==> config.mk <==
export PLATFORM = sky130hd
export DESIGN_NAME = delimiter_tokenizer_unit
export DESIGN_NICKNAME = d
export VERILOG_FILES = /design/src/sv/dtok_pkg.sv /design/src/sv/delimiter_tokenizer_unit.sv
export SDC_FILE = /design/constraint.sdc
export NUM_CORES = 1
export LEC_CHECK = 0
export ABC_AREA = 0
export ABC_CLOCK_PERIOD_IN_PS = 6000
export BUFFER_PORTS_ARGS = -buffer_cell sky130_fd_sc_hd__clkbuf_2
export CAP_MARGIN = 25
export CORE_AREA = 2 2 132 134
export DETAILED_ROUTE_END_ITERATION = 8
export DIE_AREA = 0 0 134 136
export GPL_TIMING_DRIVEN = 0
export PLACE_DENSITY_LB_ADDON = 0.08
export SLEW_MARGIN = 20
export SYNTH_ARGS = -nofsm -noshare
export SYNTH_HDL_FRONTEND = slang
export SYNTH_SLANG_ARGS = --single-unit
==> constraint.sdc <==
create_clock -name clk_i -period 6 [get_ports clk_i]
set_clock_uncertainty 0.05 [all_clocks]
set_input_delay 0.6 -clock clk_i [delete_from_list [all_inputs] [get_ports clk_i]]
set_output_delay 0.6 -clock clk_i [all_outputs]
set_load 0.05 [all_outputs]
==> src/sv/dtok_pkg.sv <==
package dtok_pkg;

  // Longest string tracked before the byte position saturates
  localparam int unsigned MaxStringLen = 65536;
  localparam int unsigned PosW         = $clog2(MaxStringLen) + 1;
  localparam int unsigned StartW       = 16;
  localparam int unsigned LenW         = 17;
  localparam int unsigned IndexW       = 16;

  localparam logic [PosW-1:0]   PosLimit   = PosW'(MaxStringLen);
  localparam logic [PosW-1:0]   PosLast    = PosW'(MaxStringLen - 1);
  localparam logic [IndexW-1:0] IndexLimit = '1;

  // Configuration port
  localparam int unsigned CfgIndexW = 2;
  localparam int unsigned CfgDataW  = 2;

  typedef enum logic [CfgIndexW-1:0] {
    CfgDelimiterMode   = 2'd0,
    CfgKeepEmptyTokens = 2'd1,
    CfgUnused2         = 2'd2,
    CfgUnused3         = 2'd3
  } cfg_index_e;

  typedef enum logic [1:0] {
    DelimZeroOnly   = 2'd0,
    DelimNewline    = 2'd1,
    DelimSpace      = 2'd2,
    DelimSpaceComma = 2'd3
  } delim_mode_e;

  // Character codes
  localparam logic [7:0] ChNul   = 8'h00;
  localparam logic [7:0] ChTab   = 8'h09;
  localparam logic [7:0] ChLf    = 8'h0A;
  localparam logic [7:0] ChVt    = 8'h0B;
  localparam logic [7:0] ChFf    = 8'h0C;
  localparam logic [7:0] ChCr    = 8'h0D;
  localparam logic [7:0] ChSpace = 8'h20;
  localparam logic [7:0] ChComma = 8'h2C;

  typedef struct packed {
    logic [7:0] byte_value;
    logic       end_of_string;
  } in_word_t;

  typedef struct packed {
    logic              token_valid;
    logic [StartW-1:0] token_start;
    logic [LenW-1:0]   token_length;
    logic [IndexW-1:0] token_index;
    logic              string_end;
    logic              position_overflow;
  } out_word_t;

endpackage

==> src/sv/delimiter_tokenizer_unit.sv <==
// Delimiter tokenizer: takes one byte of a string per word and returns one result word per
// byte in the next cycle, at one byte per cycle while not stalled. The result says whether
// the byte closes a token and, if so, gives the token's start offset, length and ordinal
// within the string. A zero byte always delimits; delimiter_mode adds newline, whitespace
// or whitespace and comma. Zero-length tokens between adjacent delimiters appear only with
// keep_empty_tokens set; a non-empty final segment is reported on the end-of-string byte.
// Positions saturate after 65536 bytes and raise a sticky overflow flag, cleared only by
// reset. The result is held in the single result register; the input side
// stalls only while that register holds a word the consumer has not taken. Write the
// configuration only while the block is idle.
module delimiter_tokenizer_unit (
  input  logic                                  clk_i,
  input  logic                                  rst_ni,
  // byte input
  input  logic                                  in_valid_i,
  output logic                                  in_stall_o,
  input  dtok_pkg::in_word_t                    in_word_i,
  // token output
  output logic                                  out_valid_o,
  input  logic                                  out_stall_i,
  output dtok_pkg::out_word_t                   out_word_o,
  // configuration writes
  input  logic                                  cfg_we_i,
  input  logic [dtok_pkg::CfgIndexW-1:0]        cfg_index_i,
  input  logic [dtok_pkg::CfgDataW-1:0]         cfg_data_i
);

  // Configuration registers
  dtok_pkg::delim_mode_e delim_mode_q;
  logic                  keep_empty_q;

  // String state
  logic [dtok_pkg::PosW-1:0]   byte_pos_q,   byte_pos_d;
  logic [dtok_pkg::PosW-1:0]   seg_start_q,  seg_start_d;
  logic [dtok_pkg::IndexW-1:0] tok_count_q,  tok_count_d;
  logic                        overflow_q,   overflow_d;

  // Result register
  logic                out_valid_q;
  dtok_pkg::out_word_t out_word_q, out_word_d;

  logic                      in_accept;
  logic                      pos_full;
  logic [dtok_pkg::PosW-1:0] pos_eff;
  logic [dtok_pkg::PosW-1:0] pos_next;
  logic                      is_space;
  logic                      is_delim;
  logic [dtok_pkg::PosW-1:0] tok_len;
  logic                      emit;
  logic [dtok_pkg::PosW-1:0] start_sat;

  // Stall the input only while a finished word waits on a stalled consumer
  assign in_stall_o  = out_valid_q & out_stall_i;
  assign in_accept   = in_valid_i & ~in_stall_o;
  assign out_valid_o = out_valid_q;
  assign out_word_o  = out_word_q;

  // Delimiter classification
  always_comb begin
    is_space = (in_word_i.byte_value == dtok_pkg::ChSpace) ||
               (in_word_i.byte_value == dtok_pkg::ChTab)   ||
               (in_word_i.byte_value == dtok_pkg::ChLf)    ||
               (in_word_i.byte_value == dtok_pkg::ChVt)    ||
               (in_word_i.byte_value == dtok_pkg::ChFf)    ||
               (in_word_i.byte_value == dtok_pkg::ChCr);
    is_delim = 1'b0;
    unique case (delim_mode_q)
      dtok_pkg::DelimZeroOnly:   is_delim = 1'b0;
      dtok_pkg::DelimNewline:    is_delim = (in_word_i.byte_value == dtok_pkg::ChLf);
      dtok_pkg::DelimSpace:      is_delim = is_space;
      dtok_pkg::DelimSpaceComma: is_delim = is_space ||
                                            (in_word_i.byte_value == dtok_pkg::ChComma);
      default:                   is_delim = 1'b0;
    endcase
    if (in_word_i.byte_value == dtok_pkg::ChNul) begin
      is_delim = 1'b1;
    end
  end

  // Token arithmetic for the byte at the input
  always_comb begin
    // Saturate: a byte past the limit sits at the last offset
    pos_full   = (byte_pos_q >= dtok_pkg::PosLimit);
    pos_eff    = pos_full ? dtok_pkg::PosLast : byte_pos_q;
    pos_next   = pos_eff + dtok_pkg::PosW'(1);
    overflow_d = overflow_q | pos_full;
    byte_pos_d = pos_full ? byte_pos_q : pos_next;

    seg_start_d = seg_start_q;
    tok_len     = '0;
    emit        = 1'b0;
    if (is_delim) begin
      tok_len     = (pos_eff >= seg_start_q) ? pos_eff - seg_start_q : '0;
      emit        = keep_empty_q || (tok_len != '0);
      seg_start_d = pos_next;
    end else if (in_word_i.end_of_string) begin
      tok_len = (pos_next >= seg_start_q) ? pos_next - seg_start_q : '0;
      emit    = (tok_len != '0);
    end

    start_sat = (seg_start_q > dtok_pkg::PosLast) ? dtok_pkg::PosLast : seg_start_q;

    out_word_d.token_valid       = emit;
    out_word_d.token_start       = emit ? start_sat[dtok_pkg::StartW-1:0] : '0;
    out_word_d.token_length      = emit ? dtok_pkg::LenW'(tok_len) : '0;
    out_word_d.token_index       = emit ? tok_count_q : '0;
    out_word_d.string_end        = in_word_i.end_of_string;
    out_word_d.position_overflow = overflow_d;

    tok_count_d = tok_count_q;
    if (emit && (tok_count_q != dtok_pkg::IndexLimit)) begin
      tok_count_d = tok_count_q + dtok_pkg::IndexW'(1);
    end

    // Drop all per-string state at the end of the string
    if (in_word_i.end_of_string) begin
      byte_pos_d  = '0;
      seg_start_d = '0;
      tok_count_d = '0;
    end
  end

  // Configuration and string state
  always_ff @(posedge clk_i or negedge rst_ni) begin
    if (!rst_ni) begin
      delim_mode_q <= dtok_pkg::DelimSpace;
      keep_empty_q <= 1'b0;
      byte_pos_q   <= '0;
      seg_start_q  <= '0;
      tok_count_q  <= '0;
      overflow_q   <= 1'b0;
    end else begin
      if (cfg_we_i) begin
        unique case (dtok_pkg::cfg_index_e'(cfg_index_i))
          dtok_pkg::CfgDelimiterMode:   delim_mode_q <= dtok_pkg::delim_mode_e'(cfg_data_i[1:0]);
          dtok_pkg::CfgKeepEmptyTokens: keep_empty_q <= cfg_data_i[0];
          default: ;
        endcase
      end
      if (in_accept) begin
        byte_pos_q  <= byte_pos_d;
        seg_start_q <= seg_start_d;
        tok_count_q <= tok_count_d;
        overflow_q  <= overflow_d;
      end
    end
  end

  // Result register: advance on accept, hold while stalled
  always_ff @(posedge clk_i or negedge rst_ni) begin
    if (!rst_ni) begin
      out_valid_q <= 1'b0;
    end else if (in_accept) begin
      out_valid_q <= 1'b1;
    end else if (!out_stall_i) begin
      out_valid_q <= 1'b0;
    end
  end

  always_ff @(posedge clk_i) begin
    if (in_accept) begin
      out_word_q <= out_word_d;
    end
  end

endmodule

======== Yosys cells after proc, flatten, opt, wreduce, memory -nomap -nowiden ========
Index checks and enable logic that the tools add are counted.
word-level totals
  register bits after elaboration ......... 107
  bits of input ports ..................... 18
  output and inout bits ................... 54
  logic and storage cells ................. 77
cells by class
  $add $sub $neg .......................... 4
  $lt $le $gt $ge ......................... 4
  equality and inequality tests ........... 14
  mux-type cells .......................... 18
  bitwise operators ....................... 4
  reductions and logical operators ........ 20
operators with widths
  operator               number
  $mux 17                9
  $mux 16                3
  $eq 8x4->1 const B     5
  $ge 17x17->1           2
  $reduce_bool 17->1     2
  $sub 17x17->17         2
  $add 17x1->17 const B  1
  $ge 17x17->1 const B   1
  $gt 17x16->1 const B   1
  $add 16x1->16 const B  1
  $eq 8x6->1 const B     2
  $ne 16x16->1 const B   1
  $reduce_and 2->1       5
  $logic_not 8->1        1
  $logic_or 1x1->1       7
  $mux 1                 5
  $eq 2x1->1 const B     2
  $eq 2x2->1 const B     2
  $logic_not 2->1        2
  $pmux 1 s4             1
  $reduce_bool 2->1      2
  $and 1x1->1            2
  $ne 2x1->1 const B     1
  $ne 2x2->1 const B     1
  other kinds (3)        3

======== Logic depth before layout (Yosys ltp) ========
Gate-level depths: netlist of run 1.
  word-level depth ........................ 13
  depth in mapped cells ................... 19
  gate-level depth less buffers ........... 17

======== Worst setup path after synthesis of run 1 ========
OpenSTA, ideal clock, no wires.
  path type ............................... reg2reg
  from .................................... reg byte_pos_q[0] (netlist bit)
  to ...................................... reg out_word_q (netlist bit out_word_o[11]) (data pin)
  setup time .............................. 0.283 ns
  data arrival time ....................... 4.221 ns
  data required time ...................... 5.667 ns
  slack ................................... 1.446 ns
  stages on the path, launching flop included .. 19
  path buffers ............................ 3
  period minus slack after synthesis ...... 4.554 ns
  path through ............................ dfrtp_1 -> or2_2 -> clkbuf_1 -> ha_1 -> and3_1 -> a311oi_1 -> a21oi_1 -> ha_1 -> clkbuf_1 -> a21o_1 -> o21bai_1 -> a2111oi_0 -> nor2_1 -> a211oi_1 -> xor2_1 -> nand2_1 -> o41ai_2 -> clkbuf_1 -> a211oi_2
on the way
  longest elaborated chain between the ends .. 8
  elaborated cells between the ends (all ways) .. 14
  those cells by class .................... add/sub (3); order compare (3); mux (5); reduce/logical (3)
RTL lines
  what                                                   RTL line                         source
  start, declared                                        delimiter_tokenizer_unit.sv:33   logic [dtok_pkg::PosW-1:0] byte_pos_q, byte_pos_d;
  start signal, assigned                                 delimiter_tokenizer_unit.sv:141  byte_pos_q <= byte_pos_d;
  $ge 17x17->1                                           delimiter_tokenizer_unit.sv:83   pos_full = (byte_pos_q >= dtok_pkg::PosLimit);
  $mux 17 *                                              delimiter_tokenizer_unit.sv:84   pos_eff = pos_full ? dtok_pkg::PosLast : byte_pos_q;
  $add 17x1->17                                          delimiter_tokenizer_unit.sv:85   pos_next = pos_eff + dtok_pkg::PosW'(1);
  $sub 17x17->17 / $ge 17x17->1 (equally long branches)  delimiter_tokenizer_unit.sv:97   tok_len = (pos_next >= seg_start_q) ? pos_next - seg_start_q : '0;
  $mux 17                                                delimiter_tokenizer_unit.sv:97
  $reduce_bool 17->1                                     delimiter_tokenizer_unit.sv:98   emit = (tok_len != '0);
  $mux 1                                                 delimiter_tokenizer_unit.sv:96   end else if (in_word_i.end_of_string) begin
  $mux 1 *                                               delimiter_tokenizer_unit.sv:92   if (is_delim) begin
  end signal, assigned                                   delimiter_tokenizer_unit.sv:162  out_word_q <= out_word_d;
  end, declared                                          delimiter_tokenizer_unit.sv:40   dtok_pkg::out_word_t out_word_q, out_word_d;
Mark *: on every way between the ends. The rest lies on a longest branch, timed or not.
A chain may end at the register's enable or synchronous reset.

======== Worst setup path in the final report of run 1 ========
  from .................................... reg byte_pos_q[16] (netlist bit)
  to ...................................... reg out_word_q (netlist bit out_word_o[8]) (data pin)
The elaborated chain is that of the path after synthesis.

==> impl_metrics.csv, run 1 <==
group,metric,value,unit
status,status,"completed",
cts,clock_latency,0.37,ns
yosys,async_reset_ff_frac,0.514,
grt,grt_antenna_before_repair,0,
worst_setup_path,crit_path_max_fanout,10,
sta,worst_pin_slew,0.971,ns
sta,slew_headroom,0.351,
worst_setup_path,crit_start,"byte_pos_q[16]",
sta,setup_viol,0,
yosys,synthCells,782,
sta,timing.hold.ws,0.0310,ns
power,irDropWorstVdd,0.000286,V
sta,rsz0062_at_grt,"false",
worst_setup_path,path_class,"reg2reg",
drt,wire_per_inst,19.6,um
yosys,ys_ff_latch,107,
job,maxCapViolCount,0,
power,p_total,2900,uW
cts,cts.clk_slew.worst_paths,0.09,ns
yosys,syn_nets,838,
floorplanning,die_w,134,um
worst_setup_path,crit_path_end,"out_word_o[8]",
drt,vias,6406,
layout,diodes,0,
grt,grt_remaining_overflow,0,
place,dp_hpwl,17000,um
worst_setup_path,cp.required,6.05,ns
grt,grt_max_degree,56,
floorplanning,initial_core_util,0.440,
yosys,synth.avg_cell_area,9.49,um2
cts,cts.path.max_buffers,2,
sta,drv_slew,0,
place,gp_congestion,0.905,
worst_setup_path,crit_top_cell,"clkbuf_1",
grt,grt_pass1_wl,33000,um
power,leakage,0.00370,uW
drt,dr.pass1.iters,5,
worst_setup_path,cp-start-kind,"flop",
sta,fin_setup_tns,0,ns
worst_setup_path,end_kind,"flop",
worst_setup_path,worstPathCellList,"clkbuf_1, clkbuf_1, clkbuf_1, nor2_1, xnor2_1, inv_1, ha_1, clkbuf_1, a21oi_1, o21bai_1, a311oi_1, o21ai_1, xor2_1, or3_1, o41ai_4, clkbuf_1, a211oi_2",
cts,clock-sinks,107,
cts,holdBufCountCts,0,
yosys,ys.flop_type,"dfrtp_1",
yosys,synth_cell_types,80,
drt,drtAntennaViolNets,0,
cts,root_buffer,"clkbuf_16",
yosys,seq_area_frac_synth,0.396,
floorplanning,io_pins,72,
layout,syn_to_final_growth,13.8,%
grt,gr-usage-all-layers,0.239,
drt,wirelength,21500,um
floorplanning,core-area,16900,um2
drt,drc,0,
cts,post_cts_resized,0,
sta,fmax,181,MHz
layout,final_common_cell,"clkbuf_2",
cts,cts_tree,"built",
cts,cts_buffers,9,
worst_setup_path,reg2reg_to,"out_word_o[8]",
cts,htreeDepth,3,
sta,fin_crit,5.53,ns
place,portBuffers,71,
yosys,synth_edf_count,52,
grt,first_global_vias,5855,
worst_setup_path,critPathArrivalTime,5.57,ns
yosys,synth_warnings,0,
cts,post_cts.repair.setup_buffers,0,
power,p_per_area,344,nW/um2
layout,finish.net_count,923,
floorplanning,die_area,18200,um2
worst_setup_path,reg2reg_slack,0.47,ns
drt,via_per_inst,5.84,
floorplanning,die_height,136,um
layout,final_cell_mix,"clkbuf_2 (71), inv_1 (57), nor2_1 (57)",
yosys,synth_area,7420,um2
sta,finalCritPeriodShare,0.921,
layout,drive_above_1_share,0.194,
worst_setup_path,max_stage_delay,0.57,ns
worst_setup_path,reg2reg_from,"byte_pos_q[16]",
sta,final-hold-violation-count,0,
worst_setup_path,cp_slowest_cell,"o41ai_4",
worst_setup_path,reg2reg_depth,17,
floorplanning,core.rowCount,48,
hold_path,min-delay-path-class,"in2async",
drt,first_iter_violations,620,
[registers in the layout (all words and copies together) (netlist names)]
register and flops:
out_word_o 52, byte_pos_q 17, out_valid_o 1, seg_start_q 17, delim_mode_q 2, keep_empty_q 1
tok_count_q 16, overflow_q 1
[critical path: cells and delay by family (launching register included)]
kind	cells	cell delay (ns)
buf+inv	6	1.99
compound gates	6	1.53
simple gates	2	0.55
xor+xnor	2	0.44
flops	1	0.42
fa+ha+maj	1	0.28
[Yosys cell counts, types with 6 or more instances]
library cell   n  share of area
o21a_1         9         0.0091
ha_1          36          0.061
nand3_1       37          0.025
xnor2_1       22          0.026
nand2b_1      10         0.0084
a31oi_1        6         0.0051
and2_1        12          0.010
nor2_1        57          0.029
and3_1        11         0.0093
nor3_1        26          0.018
o22ai_1        7         0.0059
o31ai_1        8         0.0081
dfrtp_1       54           0.18
a211oi_2      17          0.029
edfxtp_1      52           0.21
nor2b_1        6         0.0051
or2_2          9         0.0076
nand2_1       53          0.027
clkbuf_1      31          0.016
inv_1         57          0.029
mux2_2        12          0.018
a22oi_1        6         0.0061
o21ai_0       42          0.028
a21oi_1       40          0.027
a221oi_2      12          0.024
nand4_1       12          0.010
xor2_1        11          0.013
a21o_1        19          0.019
[cells by family (layout without fill, tap and decap cells)]
| family | after synthesis | count (layout) | synth area share |
|---|---|---|---|
| xor gates and xnor gates | 33 | 33 | 0.0390 |
| other | 1 | 1 | 0.000505 |
| muxes | 16 | 16 | 0.0236 |
| buffers and inverters | 100 | 190 | 0.0558 |
| adders and majority gates | 38 | 38 | 0.0661 |
| and+or+nand+nor | 254 | 254 | 0.172 |
| DFF | 107 | 107 | 0.396 |
| AOI/OAI and AO/OA | 233 | 233 | 0.247 |
[report_power, final]
| group | leakage, uW | switching [uW] | internal [uW] |
|---|---|---|---|
| clock | 0.000150 | 318 | 301 |
| combinational | 0.00232 | 913 | 444 |
| sequential | 0.00122 | 45.4 | 880 |
[worst min-delay path by stage]
stage                     cells past startpoint  startpoint        endpoint
after floorplan                               0      rst_ni   byte_pos_q[0]
after global placement                        1  overflow_q      overflow_q
after detailed placement                      1  overflow_q      overflow_q
after global routing                          1      rst_ni  seg_start_q[2]
final                                         1      rst_ni   byte_pos_q[3]
after CTS                                     1      rst_ni   byte_pos_q[4]
[routing by layer]
metal | global-route usage | vias to the layer above | part of all wire
met4 | 0.0845 | 0 | 0.024
li1 | - | 3067 | -
met3 | 0.0358 | 21 | 0.057
met5 | 0 | - | 0
met2 | 0.352 | 205 | 0.42
met1 | 0.356 | 3113 | 0.50
[metrics by stage]
| stage | utilization | worst slack, ns | area (um2) | cells |
|---|---|---|---|---|
| 2_1_floorplan | - | 1.45 | 7420 | 782 |
| 3_3_place_gp | 0.477 | 0.326 | 8060 | 1078 |
| 3_5_place_dp | 0.481 | 0.303 | 8120 | 1081 |
| 4_1_cts | 0.499 | 0.283 | 8430 | 1097 |
| 5_1_grt | 0.500 | 0.144 | 8440 | 1097 |
| 6_report | 0.500 | 0.472 | 8440 | 1097 |
[layout make-up]
type,count,area (um2)
clock buffer,9,225
tap,225,282
sequential,107,2940
multi-input combinational,575,4080
timing repair buffer,74,418
fill,1588,8430
inverter,58,218
buffer,42,201
clock inverter,7,81.3
No activity file was read; power rests on OpenSTA's default activity.
==> run 2, diff against run 1 <==
HOLD_SLACK_MARGIN = 0.15   (was default)
==> impl_metrics.csv, run 2 (synthesis gave the netlist of run 1 again) <==
group,metric,value,unit
status,status,"completed",
cts,cts.clk_slew.worst_paths,0.09,ns
sta,fin_setup_tns,0,ns
hold_path,min-delay-path-class,"in2reg",
grt,grt_remaining_overflow,0,
cts,post_cts.repair.setup_buffers,0,
grt,gr-usage-all-layers,0.239,
worst_setup_path,crit_start,"byte_pos_q[16]",
sta,worst_pin_slew,0.975,ns
drt,vias,6415,
power,irDropWorstVdd,0.000286,V
worst_setup_path,crit_path_max_fanout,10,
power,p_per_area,343,nW/um2
floorplanning,die_area,18200,um2
grt,grt_pass1_wl,33000,um
layout,finish.net_count,924,
floorplanning,core.rowCount,48,
grt,grt_max_degree,56,
worst_setup_path,cp_slowest_cell,"o41ai_4",
worst_setup_path,reg2reg_depth,17,
worst_setup_path,cp-start-kind,"flop",
worst_setup_path,max_stage_delay,0.56,ns
cts,cts_tree,"built",
cts,root_buffer,"clkbuf_16",
sta,timing.hold.ws,0.372,ns
hold_path,hold_start,"in_word_i[0]",
floorplanning,initial_core_util,0.440,
drt,first_iter_violations,636,
power,leakage,0.00370,uW
worst_setup_path,crit_top_cell,"clkbuf_1",
worst_setup_path,cp.required,6.04,ns
drt,dr.pass1.iters,5,
sta,finalCritPeriodShare,0.919,
drt,drtAntennaViolNets,0,
layout,drive_above_1_share,0.194,
drt,wire_per_inst,19.6,um
drt,drc,0,
layout,syn_to_final_growth,13.9,%
sta,fmax,181,MHz
drt,wirelength,21500,um
layout,multi_input_area,4080,um2
hold_path,hold_depth,1,
sta,final-hold-violation-count,0,
layout,final_cell_mix,"clkbuf_2 (71), inv_1 (57), nor2_1 (57)",
layout,final_common_cell,"clkbuf_2",
hold_path,min_to,"out_word_o[1]",
worst_setup_path,reg2reg_from,"byte_pos_q[16]",
sta,rsz0062_at_grt,"false",
layout,largest_reg_flops,52,
grt,first_global_vias,5857,
worst_setup_path,path_class,"reg2reg",
worst_setup_path,critPathArrivalTime,5.56,ns
layout,num-fill-cells,1590,
floorplanning,core-area,16900,um2
cts,cts.path.max_buffers,2,
sta,drv_slew,0,
worst_setup_path,end_kind,"flop",
cts,clock_latency,0.36,ns
sta,setup_viol,0,
drt,via_per_inst,5.84,
worst_setup_path,worstPathCellList,"clkbuf_1, clkbuf_1, clkbuf_1, nor2_1, xnor2_1, inv_1, ha_1, clkbuf_1, a21oi_1, o21bai_1, a311oi_1, o21ai_1, xor2_1, or3_1, o41ai_4, clkbuf_1, a211oi_2",
sta,slew_headroom,0.348,
cts,htreeDepth,3,
cts,clock-sinks,107,
job,maxCapViolCount,0,
place,dp_hpwl,17000,um
floorplanning,die_height,136,um
worst_setup_path,reg2reg_slack,0.49,ns
layout,diodes,0,
layout,regArea,2940,um2
floorplanning,die_w,134,um
cts,cts_buffers,9,
grt,grt_antenna_before_repair,0,
worst_setup_path,reg2reg_to,"out_word_o[8]",
sta,fin_crit,5.51,ns
place,gp_congestion,0.905,
place,portBuffers,71,
floorplanning,io_pins,72,
## run 2: cell types whose count changed in the layout (fill, tap and decap cells not counted), sizes merged
cell / delta
dlygate4sd3: +1
## run 2: report_power, final
group          internal [uW]  switching [uW]  total (uW)
Combinational            445             911        1360
Sequential               880            45.3         925
Clock                    301             317         618
Total                   1630            1270        2900
## run 2: layout make-up
cell class,count,area share
clock inverter,7,0.00962
timing repair buffer,75,0.0506
tap,225,0.0333
multi-input combinational,575,0.482
buffer,42,0.0238
inverter,58,0.0258
sequential,107,0.348
clock buffer,9,0.0266
## run 2: per-stage QoR
stage               total power (uW)  instances  setup WS [ns]  instance area, um2  utilization
global route                    3050       1098          0.144                8450        0.501
global placement                2240       1078          0.326                8060        0.477
detailed placement              2260       1081          0.303                8120        0.481
CTS                             2880       1098          0.283                8440        0.500
finish                          2900       1098          0.485                8450        0.501
floorplan                       1950        782           1.45                7420            -
## run 2: repair_timing
action	CTS	global route
hold buffers	1	0
gates resized for setup	0	3
endpoints found under the hold margin	7	0
endpoints found under the setup margin	0	19
## run 2: routing by layer
layer | vias up | global-route usage | routed length [um]
met2 | 186 | 0.352 | 9120
met3 | 24 | 0.0358 | 1240
met4 | 0 | 0.0845 | 525
li1 | 3076 | - | -
met5 | - | 0 | 0
met1 | 3129 | 0.356 | 10600
## run 2: how the worst max path moves through the flow
stage	end	slack, ns	cells past startpoint
final	out_word_o[8]	0.49	17
after global routing	out_word_o[7]	0.14	17
after CTS	out_word_o[14]	0.28	17
after detailed placement	out_word_o[14]	0.30	17
after global placement	out_word_o[13]	0.33	17
after floorplan	out_word_o[11]	1.45	18
## run 2: critical path: cells and delay by family (launching register included)
family	cells	cell delay [ns]
buffers and inverters	6	1.99
AOI/OAI and AO/OA	6	1.52
and+or+nand+nor	2	0.55
xor gates and xnor gates	2	0.44
DFF	1	0.42
adders and majority gates	1	0.28
==> run 3, diff against run 2 <==
CORE_AREA = 4 4 134 136   (was 2 2 132 134)
DIE_AREA = 0 0 138 140   (was 0 0 134 136)
==> impl_metrics.csv, run 3 (synthesis gave the netlist of run 1 again) <==
group,metric,value,unit
layout,regArea,2940,um2
power,irDropWorstVdd,0.000211,V
worst_setup_path,end_kind,"flop",
status,status,"completed",
cts,cts.clk_slew.worst_paths,0.09,ns
worst_setup_path,reg2reg_depth,17,
worst_setup_path,path_class,"reg2reg",
floorplanning,die_w,138,um
sta,fmax,182,MHz
sta,finalCritPeriodShare,0.918,
worst_setup_path,critPathArrivalTime,5.53,ns
drt,via_per_inst,5.90,
place,portBuffers,71,
layout,final_cell_mix,"clkbuf_2 (73), inv_1 (57), nor2_1 (57)",
place,gp_congestion,0.922,
floorplanning,core-area,16900,um2
sta,worst_pin_slew,1.02,ns
floorplanning,io_pins,72,
worst_setup_path,reg2reg_to,"out_word_o[46]",
worst_setup_path,crit_top_cell,"clkbuf_1",
hold_path,min-delay-path-class,"in2reg",
layout,finish.instance_area,8440,um2
power,p_per_area,344,nW/um2
grt,grt_max_degree,55,
worst_setup_path,worstPathCellList,"clkbuf_1, clkbuf_1, clkbuf_1, nor2_1, inv_1, ha_1, clkbuf_1, nand2_1, a2111oi_0, nor3_1, xor2_1, o21ai_0, or4b_1, buf_2, a221oi_4, buf_6, a221oi_2",
grt,gr-usage-all-layers,0.225,
sta,slew_headroom,0.321,
drt,wire_per_inst,19.8,um
sta,final-hold-violation-count,0,
sta,drv_slew,0,
cts,htreeDepth,3,
worst_setup_path,reg2reg_from,"byte_pos_q[16]",
worst_setup_path,crit_path_max_fanout,10,
worst_setup_path,cp.required,6.03,ns
worst_setup_path,max_stage_delay,0.66,ns
cts,clock_latency,0.37,ns
floorplanning,initial_core_util,0.438,
drt,first_iter_violations,548,
layout,syn_to_final_growth,13.7,%
layout,drive_above_1_share,0.196,
layout,multi_input_area,4070,um2
drt,drtAntennaViolNets,0,
floorplanning,core.rowCount,48,
layout,largest_reg_flops,52,
worst_setup_path,cp_slowest_cell,"a2111oi_0",
place,dp_hpwl,17300,um
cts,cts.path.max_buffers,2,
grt,grt_antenna_before_repair,0,
sta,rsz0062_at_grt,"false",
floorplanning,die_height,140,um
worst_setup_path,crit_path_end,"out_word_o[46]",
floorplanning,die_area,19300,um2
job,maxCapViolCount,0,
sta,fin_setup_tns,0,ns
grt,first_global_vias,5993,
place,placed_area,8120,um2
grt,grt_pass1_wl,34600,um
drt,wirelength,21800,um
layout,num-fill-cells,1643,
drt,dr.pass1.iters,5,
power,leakage,0.00370,uW
grt,grt_remaining_overflow,0,
worst_setup_path,cp-start-kind,"flop",
drt,drc,0,
sta,fin_crit,5.51,ns
worst_setup_path,crit_start,"byte_pos_q[16]",
layout,finish.net_count,924,
cts,cts_tree,"built",
worst_setup_path,reg2reg_slack,0.49,ns
power,p_total,2900,uW
drt,vias,6479,
cts,clock-sinks,107,
cts,root_buffer,"clkbuf_16",
layout,diodes,0,
layout,final_common_cell,"clkbuf_2",
sta,setup_viol,0,
cts,cts_buffers,9,
run 3: cell count changes in the layout (fill, tap and decap cells not counted):
cell | previous run | this run
buf_16 | 2 | 1
clkinv_4 | 1 | 0
inv_8 | 2 | 3
clkbuf_2 | 71 | 73
clkbuf_1 | 29 | 27
o41ai_4 | 1 | 0
buf_12 | 0 | 1
o41ai_2 | 0 | 1
run 3: report_power, final:
group	total [uW]	switching (uW)	leakage, uW	internal, uW
sequential	924	44.8	0.00122	880
combinational	1340	903	0.00232	442
clock	633	329	0.000152	304
total	2900	1280	0.00370	1630
run 3: what timing repair did:
action,CTS,global route
hold buffers,1,0
resized for setup,0,6
endpoints found under the hold margin,17,0
endpoints found under the setup margin,0,30
buffers inserted,0,0
run 3: stage by stage:
step / setup slack [ns] / hold WS, ns / instances / utilization
finish: 0.493 / 0.370 / 1098 / 0.498
global route: 0.112 / 0.372 / 1098 / 0.498
global placement: 0.375 / 0.381 / 1078 / 0.476
detailed placement: 0.376 / 0.390 / 1081 / 0.479
CTS: 0.364 / 0.361 / 1098 / 0.498
floorplan: 1.45 / 0.254 / 782 / -
run 3: layer usage:
metal | wire length, um | track usage | vias up
met1 | 10500 | 0.342 | 3143
met5 | 0 | 0 | -
li1 | - | - | 3068
met4 | 488 | 0.0671 | 0
met3 | 1380 | 0.0307 | 25
met2 | 9440 | 0.334 | 243
run 3: cell type report:
class / instances / share of cell area
Sequential cell: 107 / 0.348
Multi-Input combinational cell: 575 / 0.482
Timing Repair Buffer: 75 / 0.0498
Inverter: 58 / 0.0258
Tap cell: 225 / 0.0334
Clock buffer: 9 / 0.0267
Buffer: 42 / 0.0242
Clock inverter: 7 / 0.00993
run 3: critical path, delay by kind of cell (launching register included):
family                     cells  cell delay (ns)
buffers and inverters          7             1.99
DFF                            1             0.42
and+or+nand+nor                4             1.01
AOI/OAI and AO/OA              4             1.39
xor gates and xnor gates       1             0.22
adders and majority gates      1             0.14
run 3: how the worst min path moves through the flow:
| stage | startpoint | end | slack [ns] | cells past startpoint |
|---|---|---|---|---|
| after floorplan | rst_ni | byte_pos_q[0] | 0.25 | 0 |
| after global placement | overflow_q | overflow_q | 0.38 | 1 |
| after detailed placement | overflow_q | overflow_q | 0.39 | 1 |
| after CTS | in_word_i[0] | out_word_o[1] | 0.36 | 1 |
| after global routing | in_word_i[0] | out_word_o[1] | 0.37 | 1 |
| final | in_word_i[0] | out_word_o[1] | 0.37 | 1 |
